$ cat config.mk
export PLATFORM = sky130hd
export DESIGN_NAME = fsi_div_cell
export DESIGN_NICKNAME = d
export VERILOG_FILES = /design/src/design/fsi_div_cell.sv
export SDC_FILE = /design/constraint.sdc
export NUM_CORES = 1
export LEC_CHECK = 0
export BUFFER_PORTS_ARGS = -buffer_cell sky130_fd_sc_hd__buf_2
export CAP_MARGIN = 15
export CORE_MARGIN = 4
export CORE_UTILIZATION = 45
export DETAILED_ROUTE_END_ITERATION = 8
export PLACE_DENSITY = 0.86
export SLEW_MARGIN = 20
export SYNTH_ARGS = -nofsm -noshare
export SYNTH_HDL_FRONTEND = slang
export SYNTH_SLANG_ARGS = --single-unit
$ cat constraint.sdc
create_clock -name clk -period 3.8 [get_ports clk]
set_input_delay 0.19 -clock clk [delete_from_list [all_inputs] [get_ports clk]]
set_output_delay 0.19 -clock clk [all_outputs]
set_load 0.02 [all_outputs]
$ cat src/design/fsi_div_cell.sv
// ----------------------------------------------------------------------------
// fsi_div_cell
// One restoring division step: produces one quotient bit per cycle.
// ----------------------------------------------------------------------------
module fsi_div_cell (
    input  logic        clk,
    input  logic [63:0] rem_in,
    input  logic [63:0] quo_in,
    input  logic [63:0] den_in,
    output logic [63:0] rem_out,
    output logic [63:0] quo_out,
    output logic [63:0] den_out
);

    logic [63:0] rem_sh;
    logic [63:0] rem_next;
    logic [63:0] quo_next;
    logic [63:0] rem_reg;
    logic [63:0] quo_reg;
    logic [63:0] den_reg;

    // shift, compare, subtract
    always_comb
    begin
        rem_sh = {rem_in[62:0], 1'b0};
        if (rem_sh >= den_in)
        begin
            rem_next = rem_sh - den_in;
            quo_next = {quo_in[62:0], 1'b1};
        end
        else
        begin
            rem_next = rem_sh;
            quo_next = {quo_in[62:0], 1'b0};
        end
    end

    always_ff @(posedge clk)
    begin
        rem_reg <= rem_next;
        quo_reg <= quo_next;
        den_reg <= den_in;
    end

    assign rem_out = rem_reg;
    assign quo_out = quo_reg;
    assign den_out = den_reg;

endmodule

==> impl_metrics.env <==
export IMPL_yosys_most_used_dff="dfxtp_1"
export IMPL_worstSetupPathType="input pin to flip-flop"
export IMPL_synth_cell_type_count=67
export IMPL_powerDensity_nw_per_um2=443
export IMPL_layout_commonest_cell="buf_2"
export IMPL_setup_viol=0
export IMPL_seq_area_frac_synth_pct=43.4
export IMPL_hold_viol=0
export IMPL_holdPathEnd="rem_out[5]"
export IMPL_power_leakage_uw=0.00636
export IMPL_hold_class="input pin to flip-flop"
export IMPL_yosys_register_bits=192
export IMPL_cts_tree="built"
export IMPL_globalRouteOverflowTotal=0
export IMPL_final_cell_mix="382 x buf_2, 192 x dfxtp_1, 143 x dlygate4sd3_1"
export IMPL_cts_buffer_depth=2
export IMPL_instances_no_fill=1801
export IMPL_grt_first_pass_wirelength_um=50400
export IMPL_arrival_ns=3.87
export IMPL_ys_async_sr_fraction_pct=0
export IMPL_place_area_um2=11000
export IMPL_cts_htree_levels=4
export IMPL_whs_path_depth=3
export IMPL_syn_area_per_cell_um2=8.73
export IMPL_cp_startpoint="den_in[19]"
export IMPL_grt_pass1_vias=9815
export IMPL_end_kind="flip-flop"
export IMPL_finalSetupTns_ns=0
export IMPL_vdd_ir_drop_max_uv=294
export IMPL_yosysWarnings=0
export IMPL_final_nets=1778
export IMPL_antenna_found_initial=3
export IMPL_die_x_um=148
export IMPL_drt_iter0_drc=564
export IMPL_synth_area_um2=8870
export IMPL_die_height_um=148
export IMPL_worst_slew_pin_slew_ns=0.696
export IMPL_synth_nets=1273
export IMPL_cp_required_ns=4.12
export IMPL_drive_above_1_share_pct=29.0
export IMPL_slew_headroom_pct=53.3
export IMPL_drc=0
export IMPL_drv_slew=0
export IMPL_ios=385
export IMPL_status="finished clean"
export IMPL_postRouteAntennaNets=0
export IMPL_clk_pin_slew_ns=0.08
export IMPL_postCtsResizedCells=0
export IMPL_min_period_ns=3.56
export IMPL_wire_per_inst_um=18.3
export IMPL_core_um2=19400
export IMPL_area_delta_synth_final_pct=47.1
export IMPL_wl_um=32900
export IMPL_clock_fmax_ghz=0.281
export IMPL_num_rows=51
export IMPL_start_util_pct=45.7
export IMPL_synth_area_leaders="dfxtp_1 43%, ha_1 9.0%, a21oi_1 7.2%"
export IMPL_synth_top_cell_area_share_pct=43.4
export IMPL_worstHoldStart="rem_in[4]"
export IMPL_postCtsSetupRepairBufs=0
export IMPL_place_hpwl_um=23300
export IMPL_viasPerCell=5.31
export IMPL_place_inst=1623
export IMPL_numCtsBuffers=17
export IMPL_vias=9557
export IMPL_drt_pass1_iter_count=5
export IMPL_finalCritPeriodShare_pct=93.6
export IMPL_startpoint_type="input pin"
export IMPL_grt_max_degree=68
export IMPL_cts_root_buffer="clkbuf_16"
export IMPL_cap_violations=0
export IMPL_path_max_fanout=7
export IMPL_gp_congestion=0.905
export IMPL_postLayoutCellArea_um2=13000
export IMPL_cts_sinks=192
export IMPL_portBuffers=382
export IMPL_rsz0062_at_grt="no"
export IMPL_syn_inst=1015
export IMPL_synth_top_area_cell="dfxtp_1"
export IMPL_grt_total_usage_pct=28.7
export IMPL_power_total_uw=5770
export IMPL_synth_edf_count=0
export IMPL_hold_buffers=143
export IMPL_fp_dieArea_um2=22000
-- area by class of cell --
cell class / count / area, um2
well taps: 265 / 332
clock buffers: 18 / 439
inverters: 83 / 312
multi-input cells: 694 / 4520
diodes: 3 / 7.51
clock inverters: 14 / 183
fillers: 1487 / 6360
flip-flops and latches: 192 / 3840
repair buffers: 532 / 3410
-- synthesized netlist by cell type (3+ instances only) --
master and n:
xor2_1 25, nand3_1 8, o211a_1 3, o21ai_2 3
a211o_1 4, nor2b_1 14, o31ai_1 3, and4_1 4
o21ai_1 16, or2_2 3, ha_1 64, o21a_1 7
a211oi_1 15, mux2i_1 3, nor2_1 94, clkbuf_1 32
a31oi_1 3, nand2b_1 8, o21bai_1 17, o211ai_1 7
nor4_1 5, o21ai_0 36, and2_1 4, inv_1 82
a21o_1 28, a21oi_1 128, dfxtp_1 192, buf_2 12
mux2_1 3, nand4_1 30, xnor2_1 30, nor3_1 7
a21boi_0 3, nand2_1 77, and3_1 3
-- logic make-up after synthesis --
logic type	count (synthesis)	synth area share (%)
AO/OA/AOI/OAI	301	21.4
XOR/XNOR	55	5.43
adder cells (fa/ha/maj)	65	9.26
buffers and inverters	129	5.72
flip-flops	192	43.4
multiplexers	6	0.720
AND/OR/NAND/NOR	267	14.1
-- worst max-delay path by stage --
stage                        to  slack (ns)
floorplan           rem_out[30]        1.04
global placement    rem_out[50]        0.45
detailed placement  rem_out[50]        0.44
CTS                 rem_out[50]        0.34
global route        rem_out[30]        0.12
finish              rem_out[63]        0.24
-- state kept, by name, summed over array words and instances (netlist names) --
signal   count
rem_out     64
quo_out     64
den_out     64
-- power by group --
| group | internal (uW) | switching (uW) | total [uW] |
|---|---|---|---|
| sequential | 2210 | 51.4 | 2260 |
| combinational | 654 | 1030 | 1680 |
| clock | 919 | 913 | 1830 |
-- critical path, cell delays in order --
cell and delay (ns):
dlygate4sd3_1 0.54, buf_2 0.12, inv_1 0.04, ha_1 0.42, nand4_1 0.16, nor4_1 0.52
nand2_1 0.10, a211oi_1 0.58, o21ba_2 0.30, o21ai_1 0.16, a21oi_1 0.30, nor3_1 0.10
nor4_1 0.34
-- metrics by stage --
stage,setup WS [ns],hold slack [ns],utilization (%)
after global placement,0.451,0.292,56.6
after CTS,0.337,0.00183,67.2
final,0.245,0.0107,67.2
after detailed placement,0.441,0.294,56.6
after global routing,0.115,0.0178,67.2
after floorplan,1.04,0.218,-
-- layer usage --
layer | share of wire [%] | GRT usage [%] | vias to the layer above | routed length [um]
met5 | 0 | 0 | - | 0
met4 | 5.9 | 16.1 | 0 | 1930
met3 | 6.7 | 6.06 | 107 | 2210
met2 | 50 | 51.5 | 480 | 16500
met1 | 37 | 31.4 | 4434 | 12200
li1 | - | - | 4536 | -
Note: power is estimated with default switching activity, not from simulation.
