**src/design/fsi_pkg.sv**
```systemverilog
// ----------------------------------------------------------------------------
// fsi_pkg
// Shared types, constants and elaboration-time coefficient functions for the
// Fresnel sine integral pipeline.
// ----------------------------------------------------------------------------
package fsi_pkg;

    typedef logic signed [63:0] q64_t;

    // quadrant of the reduced angle
    typedef enum logic [1:0] {QUAD_0, QUAD_1, QUAD_2, QUAD_3} quad_t;

    localparam int MUL_LAT      = 2;
    localparam int CELL_LAT     = MUL_LAT + 1;
    localparam int TAYLOR_TERMS = 17;
    localparam int ASYM_TERMS   = 5;
    localparam int CORDIC_STEPS = 32;
    localparam int REDUCE_LAT   = 3;
    localparam int XY_W         = 36;

    // ceil(2^64 / 9), exact floor quotient for dividends below 2^63
    localparam q64_t RECIP9 = 64'sd2049638230412172402;

    localparam logic [63:0] TWO_BY_PI_HI = 64'hA2F9836E4E441529;
    localparam logic [63:0] TWO_BY_PI_LO = 64'hFC2757D1F534DDC0;
    localparam logic signed [XY_W-1:0] CORDIC_GAIN = 36'sd652032874;
    localparam q64_t SQRT_PI_8 = 64'sd672867904;
    localparam q64_t S32_MAX   = 64'sd2147483647;
    localparam q64_t S32_MIN   = -64'sd2147483648;

    // unsigned long division for constant evaluation
    function automatic logic [63:0] udiv(input logic [63:0] num, input logic [63:0] den);
        logic [63:0] q;
        logic [64:0] r;
        q = '0;
        r = '0;
        for (int i = 63; i >= 0; i--)
        begin
            r = {r[63:0], num[i]};
            if (r >= {1'b0, den})
            begin
                r    = r - {1'b0, den};
                q[i] = 1'b1;
            end
        end
        return q;
    endfunction

    // atan(1/n) in Q60 from the alternating series
    function automatic logic [63:0] atan_recip(input logic [63:0] n);
        logic [63:0] p;
        logic [63:0] k;
        logic [63:0] t;
        logic [63:0] sum;
        p   = udiv(64'd1 << 60, n);
        sum = '0;
        k   = '0;
        while (p != 64'd0)
        begin
            t = udiv(p, 2 * k + 64'd1);
            if (k[0])
                sum = sum - t;
            else
                sum = sum + t;
            p = udiv(udiv(p, n), n);
            k = k + 64'd1;
        end
        return sum;
    endfunction

    // rotation angle of one cordic step, first step is pi/4
    function automatic q64_t cordic_angle(input int i);
        logic [63:0] a;
        if (i == 0)
            a = atan_recip(64'd2) + atan_recip(64'd3);
        else
            a = atan_recip(64'd1 << i);
        return q64_t'(a);
    endfunction

    // taylor coefficient k in Q56
    function automatic q64_t taylor_coef(input int k);
        logic [63:0] g;
        logic [63:0] v;
        g = 64'd1 << 56;
        for (int j = 0; j < k; j++)
            g = udiv(g, 64'((2 * j + 2) * (2 * j + 3))) * 64'd81;
        v = udiv(g, 64'(4 * k + 3));
        return k[0] ? -q64_t'(v) : q64_t'(v);
    endfunction

    // cosine-weight polynomial coefficients in Q46, highest first
    function automatic q64_t pc_coef(input int j);
        q64_t c;
        case (j)
            0:       c = -(64'sd2027025 <<< 37);
            1:       c = 64'sd10395 <<< 39;
            2:       c = -(64'sd105 <<< 41);
            3:       c = 64'sd3 <<< 43;
            default: c = -(64'sd1 <<< 45);
        endcase
        return c;
    endfunction

    // sine-weight polynomial coefficients in Q46, highest first
    function automatic q64_t qs_coef(input int j);
        q64_t c;
        case (j)
            0:       c = -(64'sd34459425 <<< 36);
            1:       c = 64'sd135135 <<< 38;
            2:       c = -(64'sd945 <<< 40);
            3:       c = 64'sd15 <<< 42;
            default: c = -(64'sd1 <<< 44);
        endcase
        return c;
    endfunction

    // magnitude rounding shift, half away from zero
    function automatic q64_t round_shift(input q64_t v, input int s);
        logic [63:0] m;
        m = v[63] ? (64'd0 - v) : v;
        m = (m + (64'd1 << (s - 1))) >> s;
        return v[63] ? q64_t'(64'd0 - m) : q64_t'(m);
    endfunction

    // input to strobe latency for a given number of fraction bits
    function automatic int latency(input int f);
        int t_pc;
        t_pc = 2 + 62 + 2 * f + MUL_LAT + (ASYM_TERMS - 1) * CELL_LAT;
        return t_pc + 2 * MUL_LAT + 1 + MUL_LAT + 1 + 1;
    endfunction

endpackage

```
**src/design/fsi_cordic_cell.sv**
```systemverilog
// ----------------------------------------------------------------------------
// fsi_cordic_cell
// One rotation-mode CORDIC iteration with a fixed shift and angle.
// ----------------------------------------------------------------------------
module fsi_cordic_cell #(
    parameter int IDX = 0
) (
    input  logic                              clk,
    input  logic signed [fsi_pkg::XY_W-1:0]   x_in,
    input  logic signed [fsi_pkg::XY_W-1:0]   y_in,
    input  fsi_pkg::q64_t                     z_in,
    output logic signed [fsi_pkg::XY_W-1:0]   x_out,
    output logic signed [fsi_pkg::XY_W-1:0]   y_out,
    output fsi_pkg::q64_t                     z_out
);

    localparam fsi_pkg::q64_t ANGLE = fsi_pkg::cordic_angle(IDX);

    logic signed [fsi_pkg::XY_W-1:0] x_sh;
    logic signed [fsi_pkg::XY_W-1:0] y_sh;
    logic signed [fsi_pkg::XY_W-1:0] x_next;
    logic signed [fsi_pkg::XY_W-1:0] y_next;
    fsi_pkg::q64_t                   z_next;
    logic signed [fsi_pkg::XY_W-1:0] x_reg;
    logic signed [fsi_pkg::XY_W-1:0] y_reg;
    fsi_pkg::q64_t                   z_reg;

    // rotate toward zero residual angle
    always_comb
    begin
        x_sh = x_in >>> IDX;
        y_sh = y_in >>> IDX;
        if (!z_in[63])
        begin
            x_next = x_in - y_sh;
            y_next = y_in + x_sh;
            z_next = z_in - ANGLE;
        end
        else
        begin
            x_next = x_in + y_sh;
            y_next = y_in - x_sh;
            z_next = z_in + ANGLE;
        end
    end

    always_ff @(posedge clk)
    begin
        x_reg <= x_next;
        y_reg <= y_next;
        z_reg <= z_next;
    end

    assign x_out = x_reg;
    assign y_out = y_reg;
    assign z_out = z_reg;

endmodule

```
**config.mk**
```make
export PLATFORM = sky130hd
export DESIGN_NAME = fsi_cordic_cell
export DESIGN_NICKNAME = d
export VERILOG_FILES = /design/src/design/fsi_pkg.sv /design/src/design/fsi_cordic_cell.sv
export SDC_FILE = /design/constraint.sdc
export NUM_CORES = 1
export LEC_CHECK = 0
export BUFFER_PORTS_ARGS = -buffer_cell sky130_fd_sc_hd__buf_2
export CORE_UTILIZATION = 40
export CTS_CLUSTER_DIAMETER = 150
export DETAILED_ROUTE_END_ITERATION = 12
export SYNTH_ARGS = -nofsm -noshare
export SYNTH_HDL_FRONTEND = slang
export SYNTH_SLANG_ARGS = --single-unit
```
**constraint.sdc**
```tcl
create_clock -name clk -period 8.77 [get_ports clk]
set_input_delay 1.754 -clock clk [delete_from_list [all_inputs] [get_ports clk]]
set_output_delay 1.754 -clock clk [all_outputs]
set_load 0.03 [all_outputs]
```
==> results by group <==
Status
  – Status: complete, no violations

Setup path
  – Most used cell, CP: a21oi_1
  – Critical path class: in2reg
  – Worst Setup Start Kind: input pin
  – CP arrival: 5620 ps
  – CP peak stage delay: 650 ps
  – CP Buf/Inv Count: 2
  – WP data required: 9100 ps
  – CP max FO: 55
  – CP delay by family, top: compound AO/OA/AOI/OAI gates
  – CP max-delay cell: ha_1
  – Crit-path cells: buf_4 > inv_2 > ha_1 > and3_1 > nand4bb_1 > nor3_1 > a311oi_2 > a21oi_1 > o31a_1 > a21oi_1 > o31ai_1 > a21oi_1 > xnor2_1
  – Setup crit end kind: flop

CTS
  – Htree depth: 4
  – Sink Count: between 100 and 150
  – Max clock buf depth: 2
  – CTS Hold Bufs: 0
  – Clock slew at reported path FFs: approximately 60 ps
  – Root buffer cell: clkbuf_16
  – Cells resized by post-CTS repair: 0
  – Post-CTS setup buffer count: 0
  – TritonCTS clock tree: done
  – Num CTS Buffers: 17

Synthesis
  – Warnings, synthesis: 0
  – Post-synthesis cell count: roughly 1600
  – EDFF count, synth: 0
  – Cell Area, Synth: about 12000 sq um
  – Yosys reg bits: 135
  – Most used flip-flop cell after synthesis: dfxtp_1
  – Syn Area/Cell: 7.71 sq um
  – Asr flop ratio synth: 0
  – Distinct cell type count after synthesis: 79
  – Sequential area share after synthesis: 0.218
  – Net Count, Synth: about 1900

Route
  – Detailed Routing Iterations Pass 1: 6
  – Wire per inst: about 18 um
  – Antenna-violating nets left: 0
  – WL met1: roughly 18000 um
  – Vias per Instance: 5.69
  – DR DRC count: 0
  – Top sig layer: met5
  – Via count: approximately 13000
  – Met2 routed WL: 18900 um
  – Met3 WL: approximately 3000 um
  – WL final: 41300 um
  – Initial drt markers: 1299

STA
  – Final setup fails: 0
  – RSZ-0062 raised after global routing: false
  – Worst Hold Slack: 1410 ps
  – Max Fclk: 189 MHz
  – Tmin final: between 5000 and 6000 ps
  – Final Hold Viols: 0
  – Final Cycle Share: 0.604
  – Worst slew margin: 0.337
  – Worst-Margin Slew: 993 ps
  – Fin. max-slew vios: 0
  – Fin Setup TNS: 0 ps

Worst hold path
  – HP Class: in2reg

Global routing
  – Number of antenna violations at the first check in global routing: 4
  – Largest net degree at the start of global routing: 56
  – First-pass GRT wire length: between 60000 and 70000 um
  – GR Overflow Total: 0
  – Vias in the first global route: 12000
  – GR Util All Layers: 0.259

Power
  – Leak: between 7 and 8 nW
  – Worst VDD drop: ~0.12 mV
  – Sw Share: 0.436
  – Int Power: roughly 1.6 mW
  – Logic pwr share: 0.453
  – Switching power: 1.21 mW
  – Part of the power in the clock network: 0.258
  – Cell Pwr Density: 190 nW/um^2
  – Reg power frac: 0.288

Floorplanning
  – Rows: 64
  – Core region area: 30600 sq um
  – Die span in y: 178 um
  – DIE AREA: between 30000 and 40000 sq um
  – Initial core utilization: 0.406
  – Die X: ~180 um
  – # IOs: around 270

Flow run
  – Maxcap violations: 0

Place
  – DP HPWL: 32800 um
  – PortBufs: between 200 and 300
  – Routability Congestion: just under 1

Layout
  – Commonest non-fill, non-tap cells in the layout: 271 x buf_2, 191 x a21oi_1, 170 x ha_1
  – Area Overhead vs Synth: 17.4%
  – Share of post-route cells with drive strength above 1: 0.185
  – Most common cell after layout, fill and taps aside: buf_2
  – Layout Nets: around 2100
cells in the mapped netlist, types with 9 or more instances:
cell	n	area [sq um]
nor4_1	9	56.3
o21bai_1	39	293
nand4_1	27	169
nor2_1	132	495
inv_1	122	458
buf_2	15	75.1
nor2b_1	17	106
xor2_1	37	324
o31ai_1	16	120
a211oi_1	14	105
nand2b_1	11	68.8
a31oi_1	16	100
nand2_1	107	402
o31a_1	9	78.8
o21ai_0	102	510
mux2i_1	20	200
a21o_1	61	458
ha_1	170	2130
o21ai_1	13	65.1
nand3_1	29	145
xnor2_1	91	797
dfxtp_1	135	2700
o21a_1	9	67.6
and3_1	11	68.8
nor3_1	25	125
a21oi_1	191	956
clkbuf_1	47	176
o211ai_1	12	90.1
kinds of logic (layout without fill, tap and decap cells):
family,count (synthesis),in the layout,share of synthesized area
compound gates,558,558,0.288
simple gates,393,393,0.147
buf+inv,202,438,0.0629
fa+ha+maj,174,174,0.178
flops,135,135,0.218
xor+xnor,128,128,0.0903
mux,20,20,0.0161
other cells,0,2,0
through the flow:
step	util	std cells	cell area, sq um	power [mW]	setup slack (ps)
after floorplan	-	1610	12400	1.68	3190
after global placement	0.458	2210	14000	2.06	3100
after detailed placement	0.458	2210	14000	2.05	3040
after CTS	0.476	2242	14600	2.78	3500
after global routing	0.476	2244	14600	2.93	3210
final	0.476	2244	14600	2.78	3480
sequential cells by signal, indices dropped and copies added (netlist names):
register / cells
y_out: 35
z_out: 64
x_out: 36
worst paths after layout:
| path | startpoint | to | cells after the start |
|---|---|---|---|
| worst max-delay path | z_in[63] | z_out[51] | 13 |
| worst min-delay path | z_in[0] | z_out[0] | 1 |
cell type report:
| type | instances | area [sq um] |
|---|---|---|
| flip-flops and latches | 135 | 2700 |
| clock inverters | 13 | 120 |
| inverters | 132 | 495 |
| diodes | 2 | 5.00 |
| well taps | 396 | 495 |
| clock buffers | 19 | 443 |
| repair buffers | 274 | 1380 |
| multi-input cells | 1273 | 8930 |
| fillers | 3104 | 16000 |
metal layers:
metal  GRT usage  vias to the layer above
met2       0.426                      620
met4      0.0887                        4
met1       0.340                     5901
met3      0.0418                       81
met5           0                        -
li1            -                     6159
power by group through the flow:
stage | clock, mW | combinational (mW) | sequential [mW]
2_1_floorplan | 0 | 0.573 | 1.11
3_3_place_gp | 0 | 1.24 | 0.813
3_5_place_dp | 0 | 1.24 | 0.814
4_1_cts | 0.732 | 1.25 | 0.802
5_1_grt | 0.759 | 1.35 | 0.814
6_report | 0.717 | 1.26 | 0.800
No activity file was read; power rests on OpenSTA's default activity.
